--- config.mk ---
export PLATFORM = sky130hd
export DESIGN_NAME = ktlbs_ctrl
export DESIGN_NICKNAME = d
export VERILOG_FILES = /design/src/hdl/key_table_linear_binary_search_assert.svh /design/src/hdl/ktlbs_pkg.sv /design/src/hdl/ktlbs_ctrl.sv
export SDC_FILE = /design/constraint.sdc
export NUM_CORES = 1
export LEC_CHECK = 0
export ABC_AREA = 1
export BUFFER_PORTS_ARGS = -buffer_cell sky130_fd_sc_hd__buf_2
export CAP_MARGIN = 5
export CORE_AREA = 2 2 39 41
export DETAILED_ROUTE_END_ITERATION = 10
export DIE_AREA = 0 0 41 43
export SLEW_MARGIN = 20
export SYNTH_ARGS = -nofsm -noshare
export SYNTH_HDL_FRONTEND = slang
export SYNTH_SLANG_ARGS = --single-unit
export TNS_END_PERCENT = 50
--- constraint.sdc ---
create_clock -name clock -period 1.05 [get_ports clock]
set_input_delay 0.21 -clock clock [delete_from_list [all_inputs] [get_ports clock]]
set_output_delay 0.21 -clock clock [all_outputs]
set_load 0.05 [all_outputs]
--- src/hdl/key_table_linear_binary_search_assert.svh ---
// ----------------------------------------------------------------------------
// key table assertion macros
// concurrent checks that compile away when NO_ASSERTIONS is set
// ----------------------------------------------------------------------------
`ifndef KEY_TABLE_LINEAR_BINARY_SEARCH_ASSERT_SVH
`define KEY_TABLE_LINEAR_BINARY_SEARCH_ASSERT_SVH

`ifndef NO_ASSERTIONS

// same-cycle implication
`define KT_ASSERT_IMPLY(label, clk, rst, ante, cons) \
   label: assert property (@(posedge clk) disable iff (rst) (ante) |-> (cons)) \
      else $error("key table assertion failed");

// next-cycle implication
`define KT_ASSERT_NEXT(label, clk, rst, ante, cons) \
   label: assert property (@(posedge clk) disable iff (rst) (ante) |=> (cons)) \
      else $error("key table assertion failed");

`else

`define KT_ASSERT_IMPLY(label, clk, rst, ante, cons)
`define KT_ASSERT_NEXT(label, clk, rst, ante, cons)

`endif

`endif

--- src/hdl/ktlbs_pkg.sv ---
// ----------------------------------------------------------------------------
// key table package
// request and response types, command and status codes, control structs
// ----------------------------------------------------------------------------
`default_nettype none

package ktlbs_pkg;

   localparam int KEY_W = 32;
   localparam int POS_W = 10;

   typedef enum logic [1:0] {
      CMD_CLEAR  = 2'd0,
      CMD_APPEND = 2'd1,
      CMD_LINEAR = 2'd2,
      CMD_BINARY = 2'd3
   } cmd_type;

   typedef enum logic [1:0] {
      RS_OK        = 2'd0,
      RS_NOT_FOUND = 2'd1,
      RS_FULL      = 2'd2
   } resp_status_type;

   typedef struct packed {
      cmd_type                  command;
      logic signed [KEY_W-1:0]  key;
   } req_type;

   typedef struct packed {
      resp_status_type          status;
      logic [POS_W-1:0]         position;
   } rsp_type;

   typedef enum logic [2:0] {
      S_IDLE,
      S_DECODE,
      S_LIN,
      S_BIN_RD,
      S_BIN_CMP,
      S_RESP
   } state_type;

   // controller to datapath
   typedef struct packed {
      logic             load_req;
      logic             clr_count;
      logic             wr_en;
      logic             lin_init;
      logic             bin_init;
      logic             rd_en;
      logic             rd_bin;
      logic             bin_step;
      logic             res_set;
      resp_status_type  res_status;
      logic             res_found;
      logic             rsp_load;
   } ctrl_type;

   // datapath to controller
   typedef struct packed {
      cmd_type  command;
      logic     full;
      logic     lin_more;
      logic     bin_more;
      logic     rd_vld;
      logic     match;
      logic     slot_free;
   } stat_type;

endpackage

`default_nettype wire

--- src/hdl/ktlbs_ctrl.sv ---
// ----------------------------------------------------------------------------
// key table controller
// sequences clear, append and the two searches over the datapath
// ----------------------------------------------------------------------------
`default_nettype none

module ktlbs_ctrl (
   input  wire logic                clock,
   input  wire logic                reset,
   input  wire logic                req_valid,
   output logic                     req_stall,
   input  wire ktlbs_pkg::stat_type sts,
   output ktlbs_pkg::ctrl_type      cmd,
   output ktlbs_pkg::state_type     state
);
   import ktlbs_pkg::*;

   state_type state_ff, state_in;

   always_ff @(posedge clock) begin
      if (reset) begin
         state_ff <= S_IDLE;
      end else begin
         state_ff <= state_in;
      end
   end

   always_comb begin
      state_in = state_ff;
      cmd      = '0;
      case (state_ff)
         S_IDLE: begin
            cmd.load_req = req_valid;
            if (req_valid) begin
               state_in = S_DECODE;
            end
         end
         S_DECODE: begin
            case (sts.command)
               CMD_CLEAR: begin
                  cmd.clr_count  = 1'b1;
                  cmd.res_set    = 1'b1;
                  cmd.res_status = RS_OK;
                  state_in       = S_RESP;
               end
               CMD_APPEND: begin
                  cmd.wr_en      = !sts.full;
                  cmd.res_set    = 1'b1;
                  cmd.res_status = sts.full ? RS_FULL : RS_OK;
                  state_in       = S_RESP;
               end
               CMD_LINEAR: begin
                  cmd.lin_init = 1'b1;
                  state_in     = S_LIN;
               end
               CMD_BINARY: begin
                  cmd.bin_init = 1'b1;
                  state_in     = S_BIN_RD;
               end
               default: begin
                  state_in = S_IDLE;
               end
            endcase
         end
         S_LIN: begin
            // one read issued per cycle, each compared in the cycle after it is issued
            cmd.rd_en = sts.lin_more;
            if (sts.rd_vld && sts.match) begin
               cmd.res_set    = 1'b1;
               cmd.res_status = RS_OK;
               cmd.res_found  = 1'b1;
               state_in       = S_RESP;
            end else if (!sts.rd_vld && !sts.lin_more) begin
               cmd.res_set    = 1'b1;
               cmd.res_status = RS_NOT_FOUND;
               state_in       = S_RESP;
            end
         end
         S_BIN_RD: begin
            if (sts.bin_more) begin
               cmd.rd_en  = 1'b1;
               cmd.rd_bin = 1'b1;
               state_in   = S_BIN_CMP;
            end else begin
               cmd.res_set    = 1'b1;
               cmd.res_status = RS_NOT_FOUND;
               state_in       = S_RESP;
            end
         end
         S_BIN_CMP: begin
            if (sts.match) begin
               cmd.res_set    = 1'b1;
               cmd.res_status = RS_OK;
               cmd.res_found  = 1'b1;
               state_in       = S_RESP;
            end else begin
               cmd.bin_step = 1'b1;
               state_in     = S_BIN_RD;
            end
         end
         S_RESP: begin
            if (sts.slot_free) begin
               cmd.rsp_load = 1'b1;
               state_in     = S_IDLE;
            end
         end
         default: begin
            state_in = S_IDLE;
         end
      endcase
   end

   assign req_stall = (state_ff != S_IDLE);
   assign state     = state_ff;

endmodule

`default_nettype wire

### Word-level counts from Yosys, hierarchy flattened

Cells that the tools add are included.

| cells by class | value |
|---|---|
| mux-type cells | 30 |
| reductions and logical operators | 10 |
| equality and inequality tests | 11 |

Operator list:

| kind | count |
|---|---|
| 2-to-1 mux 3 bit | 8 |
| one-hot mux 3 bit (6 select lines) | 1 |
| 2-to-1 mux 1 bit | 12 |
| one-hot mux 3 bit (4 select lines) | 1 |
| one-hot mux 3 bit (3 select lines) | 1 |
| 2-to-1 mux 4 bit | 2 |
| equality test 3 x 2 -> 1 bit, second input constant | 2 |
| equality test 3 bit, second input constant | 2 |
| one-hot mux 3 bit (2 select lines) | 1 |
| equality test 2 bit, second input constant | 2 |
| 2-to-1 mux 2 bit | 2 |
| != test 2 bit, second input constant | 2 |
| one-hot mux 1 bit (2 select lines) | 2 |
| equality test 3 x 1 -> 1 bit, second input constant | 1 |
| zero test 1 bit | 3 |
| zero test 3 bit | 1 |
| != test 3 bit, second input constant | 1 |
| AND reduction 3 bit | 1 |
| nonzero test 3 bit | 1 |
| equality test 2 x 1 -> 1 bit, second input constant | 1 |
| logical AND 1 bit | 2 |
| zero test 2 bit | 1 |
| OR reduction 2 bit | 1 |

| storage, ports and cells | value |
|---|---|
| bits of input ports | 11 |
| logic and storage cells | 52 |
| flip-flop bits (word level) | 3 |

### Depth between registers and ports, before layout

Gate-level depths: netlist of run 1.

| logic depth | value |
|---|---|
| depth after elaboration | 5 |
| gate-level depth with buffers | 7 |
| mapped depth without buffers | 6 |

### Worst setup path before layout of run 1

OpenSTA, ideal clock, no wires.

| timing path | value |
|---|---|
| kind | register to output |
| start point | register state_ff[2], in the netlist state[2] |
| end point | output cmd[0] in the netlist's numbering |
| stages on the path, launching flop included | 3 |
| setup slack | -1.595 ns |
| arrival time | 2.435 ns |
| data required time | 0.840 ns |
| cell sequence | dfxtp_1 -> inv_2 -> nor4_1 |

RTL lines:

| item | RTL line | source |
|---|---|---|
| start: declaration | ktlbs_ctrl.sv:18 | `state_type state_ff, state_in;` |
| start signal: assignment | ktlbs_ctrl.sv:24 | `state_ff <= state_in;` |
| end: declaration | ktlbs_ctrl.sv:13 | `output ktlbs_pkg::ctrl_type cmd,` |

==> results.json, run 1 <==
{
  "status": "finished with violations",
  "violations": "negative setup slack",
  "fin_crit_sh_pct": 138.4,
  "stdcell_count": 135,
  "max_freq_mhz": 688.3,
  "hp-class": "in2reg",
  "drive_gt1_share_pct": 74.79,
  "top_usage_layer": "met2",
  "met2_usage_pct": 30.31,
  "power.density_mw_per_mm2": 1360,
  "drtIter0Drc": 4,
  "num_vias": 607,
  "worst_pin_slew_ns": 0.2441,
  "p_leak_nw": 0.4848,
  "timing.final.ws_setup_ns": -0.4029,
  "grt.overflow.total": 0,
  "period_minus_slack_ns": 1.453,
  "final_nets": 131,
  "routed_wl_um": 1467,
  "postCtsHoldBufs": 0,
  "path_cells": "inv_6, buf_6, nor4_4, buf_6",
  "hold_viol_final": 0,
  "die_y_um": 43,
  "antenna_found_initial": 0,
  "antenna_cells": 0,
  "ys_seq_area_share_pct": 17.27,
  "max_stage_delay_ns": 0.38,
  "yosys_warnings": 0,
  "slew-limit-headroom_pct": 83.55,
  "drc_errors": 0,
  "synth.largest_area_cell": "dfxtp_1",
  "fin_setup_tns_ns": -5.545,
  "core_mm2": 0.001384,
  "grt_use_met1_pct": 20.26,
  "synth_top_cells_by_area": "dfxtp_1 17%, nand2_1 16%, nor2_1 11%",
  "critical-path-slowest-cell": "dfxtp_4",
  "cts_max_path_buffers": 2,
  "post_drt_wl_per_cell_um": 10.87,
  "drv_slew": 0,
  "rsz0062_at_grt": "true",
  "design_area_mm2": 0.001018,
  "syn-num-nets": 74,
  "placed_cell_area_um2": 770.7,
  "area_growth_pct": 192.8,
  "critPathMaxFanout": 5,
  "cts_root_buf": "clkbuf_4",
  "placed_cells": 125,
  "place_hpwl_um": 1010,
  "detail-route-antenna-nets": 0,
  "clock_latency_ns": 0.22,
  "cts.sinks": 3,
  "gp_congestion": 0.7865,
  "startpoint_type": "register",
  "final_cell_mix": "22 x buf_4, 15 x buf_6, 11 x nand2_1",
  "drt_pre_antenna_iters": 4,
  "finish.utilization_pct": 73.60,
  "cts_htree_levels": 1,
  "clk_pin_slew_ns": 0.03,
  "synth-seq-cells": 3,
  "setup_viol": 20,
  "endpoint_kind": "primary output",
  "grt_pass1_wl_um": 2125,
  "io_pins": 28,
  "cp.required_ns": 0.84,
  "start_util_pct": 25.14,
  "synth.top_cell.area_share_pct": 17.27,
  "drv_cap": 0,
  "die-area_mm2": 0.001763,
  "grt_max_degree": 8,
  "rows": 14,
  "cts_made_buffers": 3,
  "synthCells": 63,
  "cp.arrival_ns": 1.24,
  "crit_path_frequent_cell": "buf_6",
  "largest_register_ffs": 3,
  "cts_tree": "built",
  "grt_pass1_vias": 557,
  "clock_skew_ns": 0.001746,
  "max-vdd-ir-drop_v": 0.001182,
  "synth.distinct_cells": 17,
  "final_common_cell": "buf_4",
  "syn_avg_cell_area_um2": 5.521,
  "grt_usage_pct": 16.77,
  "die_w_um": 41,
  "placement.io_buffers": 27,
  "use_met3_pct": 2.094,
  "critPathKind": "reg2out",
  "syn_area_um2": 347.8,
  "vias_per_cell": 4.496,
  "fillCellCount": 106
}
==> repair_timing <==
item	CTS	global route
endpoints found under the setup margin	20	20
pin swaps	9	6
gates resized for setup	46	9
buffers inserted	4	2
==> where the power goes <==
group | internal [mW] | switching [mW] | total [mW] | leakage, nW
Combinational | 0.424 | 0.582 | 1.01 | 0.443
Sequential | 0.140 | 0.0476 | 0.188 | 0.0267
Clock | 0.142 | 0.0493 | 0.191 | 0.0150
Total | 0.706 | 0.679 | 1.38 | 0.485
==> metal layers <==
metal  vias to the layer above  share of wire (%)  wire length [µm]
met5                         -                  0                 0
met2                        15                 57               833
met1                       277                 40               590
met3                         0                3.0                44
met4                         0                  0                 0
li1                        315                  -                 -
==> metrics by stage <==
stage,worst slack (ns),power [mW],hold slack [ns]
finish,-0.4029,1.385,0.1608
global route,-0.4500,1.456,0.1615
CTS,-0.3848,1.337,0.1569
detailed placement,-0.3085,0.9669,0.3941
global placement,-0.2831,0.9611,0.3884
floorplan,-0.4448,0.7379,0.2694
==> final cells by class <==
cell class	instances	area [µm²]	share of cell area [%]
repair buffers	53	474.2	46.56
multi-input cells	48	377.9	37.10
flip-flops and latches	3	71.32	7.002
inverters	11	48.80	4.791
clock buffers	4	26.28	2.580
well taps	16	20.02	1.966
==> cells by family (layout without fill, tap and decap cells) <==
group | count (synthesis) | in the layout | share of synthesized area [%]
buf+inv | 12 | 68 | 14.03
compound gates | 7 | 7 | 10.79
flops | 3 | 3 | 17.27
simple gates | 41 | 41 | 57.92
==> synth_stat cells <==
cell / n
a21oi_1: 2
nand3_4: 1
nor2_2: 3
o31ai_1: 1
buf_4: 1
nand3_1: 6
nor3_1: 1
inv_2: 2
nor2_1: 10
nand2_1: 15
dfxtp_1: 3
nor3_2: 1
o21ai_0: 4
nor4_1: 1
inv_1: 9
nand4_1: 2
nor3b_1: 1
==> worst paths after layout <==
path | from | end | slack, ns | cells past startpoint
min reg2reg | state[0] | state[0] | 0.73 | 3
max reg2reg | state[1] | state[1] | -0.19 | 6
max | state[0] | cmd[0] | -0.40 | 4
min | reset | state[0] | 0.16 | 2
==> worst max-delay path, delay by kind of cell (launching register included) <==
kind                   cells  cell delay, ns
buffers and inverters      3            0.37
flip-flops                 1            0.38
AND/OR/NAND/NOR            1            0.27
No activity file was read; power rests on OpenSTA's default activity.
==> inputs of run 2 (changes only) <==
Settings changed: ABC_CLOCK_PERIOD_IN_PS from default to 1050, CELL_PAD_IN_SITES_DETAIL_PLACEMENT from default to 0, CELL_PAD_IN_SITES_GLOBAL_PLACEMENT from default to 1, CORE_AREA 2 2 39 41 to default, CORE_UTILIZATION from default to 21, DIE_AREA 0 0 41 43 to default, PLACE_DENSITY_LB_ADDON from default to 0.1.
==> results.json, run 2 (synthesis results as in run 1) <==
{
  "drt_pre_antenna_iters": 3,
  "gp_congestion": 0.7034,
  "violations": "negative setup slack",
  "critPathMaxFanout": 8,
  "drv_slew": 0,
  "slew-limit-headroom_pct": 83.23,
  "hold_viol_final": 0,
  "drc_errors": 0,
  "grt_pass1_wl_um": 2125,
  "hold_end": "state[2]",
  "timing.final.ws_setup_ns": -0.4146,
  "clk_pin_slew_ns": 0.03,
  "drtIter0Drc": 6,
  "io_pins": 28,
  "rr_worst_depth": 7,
  "final_nets": 126,
  "rows": 14,
  "r2r-end": "state[0]",
  "worst_pin_slew_ns": 0.2513,
  "hp-class": "in2reg",
  "cp.arrival_ns": 1.25,
  "cts_tree": "built",
  "power.density_mw_per_mm2": 1389,
  "placed_cell_area_um2": 763.2,
  "clock_latency_ns": 0.23,
  "endpoint_kind": "primary output",
  "area_growth_pct": 177.3,
  "grt_max_degree": 9,
  "vias_per_cell": 4.523,
  "p_leak_nw": 0.4539,
  "cts_root_buf": "clkbuf_4",
  "antenna_found_initial": 0,
  "antenna_cells": 0,
  "fin_setup_tns_ns": -5.457,
  "status": "finished with violations",
  "dp_slack_ns": -0.3094,
  "die_w_um": 42.70,
  "grt_usage_pct": 15.18,
  "postCtsHoldBufs": 0,
  "hold-worst-slack_ns": 0.1559,
  "cts.sinks": 3,
  "r2r-start": "state[1]",
  "drv_cap": 0,
  "detail-route-antenna-nets": 0,
  "final_common_cell": "buf_4",
  "max-vdd-ir-drop_v": 0.001252,
  "clock_skew_ns": 0.001282,
  "post_drt_wl_per_cell_um": 9.954,
  "cts_htree_levels": 1,
  "critPathKind": "reg2out",
  "placement.io_buffers": 27,
  "start_util_pct": 22.82,
  "cts_made_buffers": 3,
  "hold_start": "reset",
  "cp.required_ns": 0.84,
  "period_minus_slack_ns": 1.465,
  "die_y_um": 42.70,
  "drive_gt1_share_pct": 71.93,
  "design_area_um2": 964.7,
  "die-area_mm2": 0.001823,
  "cts_max_path_buffers": 2,
  "core_mm2": 0.001524,
  "place_hpwl_um": 1059,
  "fin_crit_sh_pct": 139.5,
  "setup_viol": 19,
  "startpoint_type": "register",
  "routed_wl_um": 1294,
  "finish.utilization_pct": 63.30,
  "max_freq_mhz": 682.8,
  "grt_pass1_vias": 513,
  "grt.overflow.total": 0,
  "final_cell_mix": "19 x buf_4, 16 x buf_6, 12 x nand2_1",
  "min_path_cells": 2,
  "num_vias": 588,
  "rsz0062_at_grt": "true",
  "r2r_slack_ns": -0.14,
  "largest_register_ffs": 3
}
[run 2: cell types whose count changed in the layout (fill, tap and decap cells not counted), sizes merged]
cell	before	now
buf	53	48
[run 2: worst max-delay path, cell delays in order, from the launching register on]
cell and delay (ns):
dfxtp_4 0.42, nand2_2 0.09, nor2_4 0.14, nand2_4 0.08
nand4_1 0.12, buf_6 0.17
[run 2: power by group]
part / switching [mW] / total (mW) / internal [mW]
clock: 0.0557 / 0.198 / 0.142
sequential: 0.0559 / 0.196 / 0.141
combinational: 0.562 / 0.945 / 0.384
total: 0.673 / 1.34 / 0.666
[run 2: final cells by class]
cell class | instances | area [µm²]
tap | 16 | 20.02
timing repair buffer | 48 | 417.9
sequential | 3 | 71.32
clock buffer | 4 | 26.28
fill | 146 | 559.3
inverter | 11 | 48.80
multi-input combinational | 48 | 380.4
[run 2: routing by layer]
layer  wire length, µm  global-route usage (%)  vias up
met2               714                   28.18       17
met3                52                   3.830        0
met4                 0                       0        0
li1                  -                       -      308
met1               527                   18.44      263
met5                 0                       0        -
[run 2: repair_timing]
action	CTS	global route
pin swaps	6	10
setup endpoints to repair	20	20
gates resized for setup	37	14
buffers inserted	1	1
[run 2: worst max path at each step]
stage / start / to / slack, ns / depth (start not counted)
final: state[1] / cmd[4] / -0.41 / 5
after global routing: state[0] / cmd[4] / -0.49 / 5
after CTS: state[0] / cmd[10] / -0.43 / 5
after detailed placement: state[0] / cmd[10] / -0.31 / 5
after global placement: state[0] / cmd[10] / -0.28 / 5
after floorplan: state[0] / cmd[10] / -0.44 / 4
[run 2: through the flow]
step,total power [mW],cells
2_1_floorplan,0.7379,63
4_1_cts,1.274,129
3_3_place_gp,0.9624,124
5_1_grt,1.419,130
6_report,1.340,130
3_5_place_dp,0.9690,124
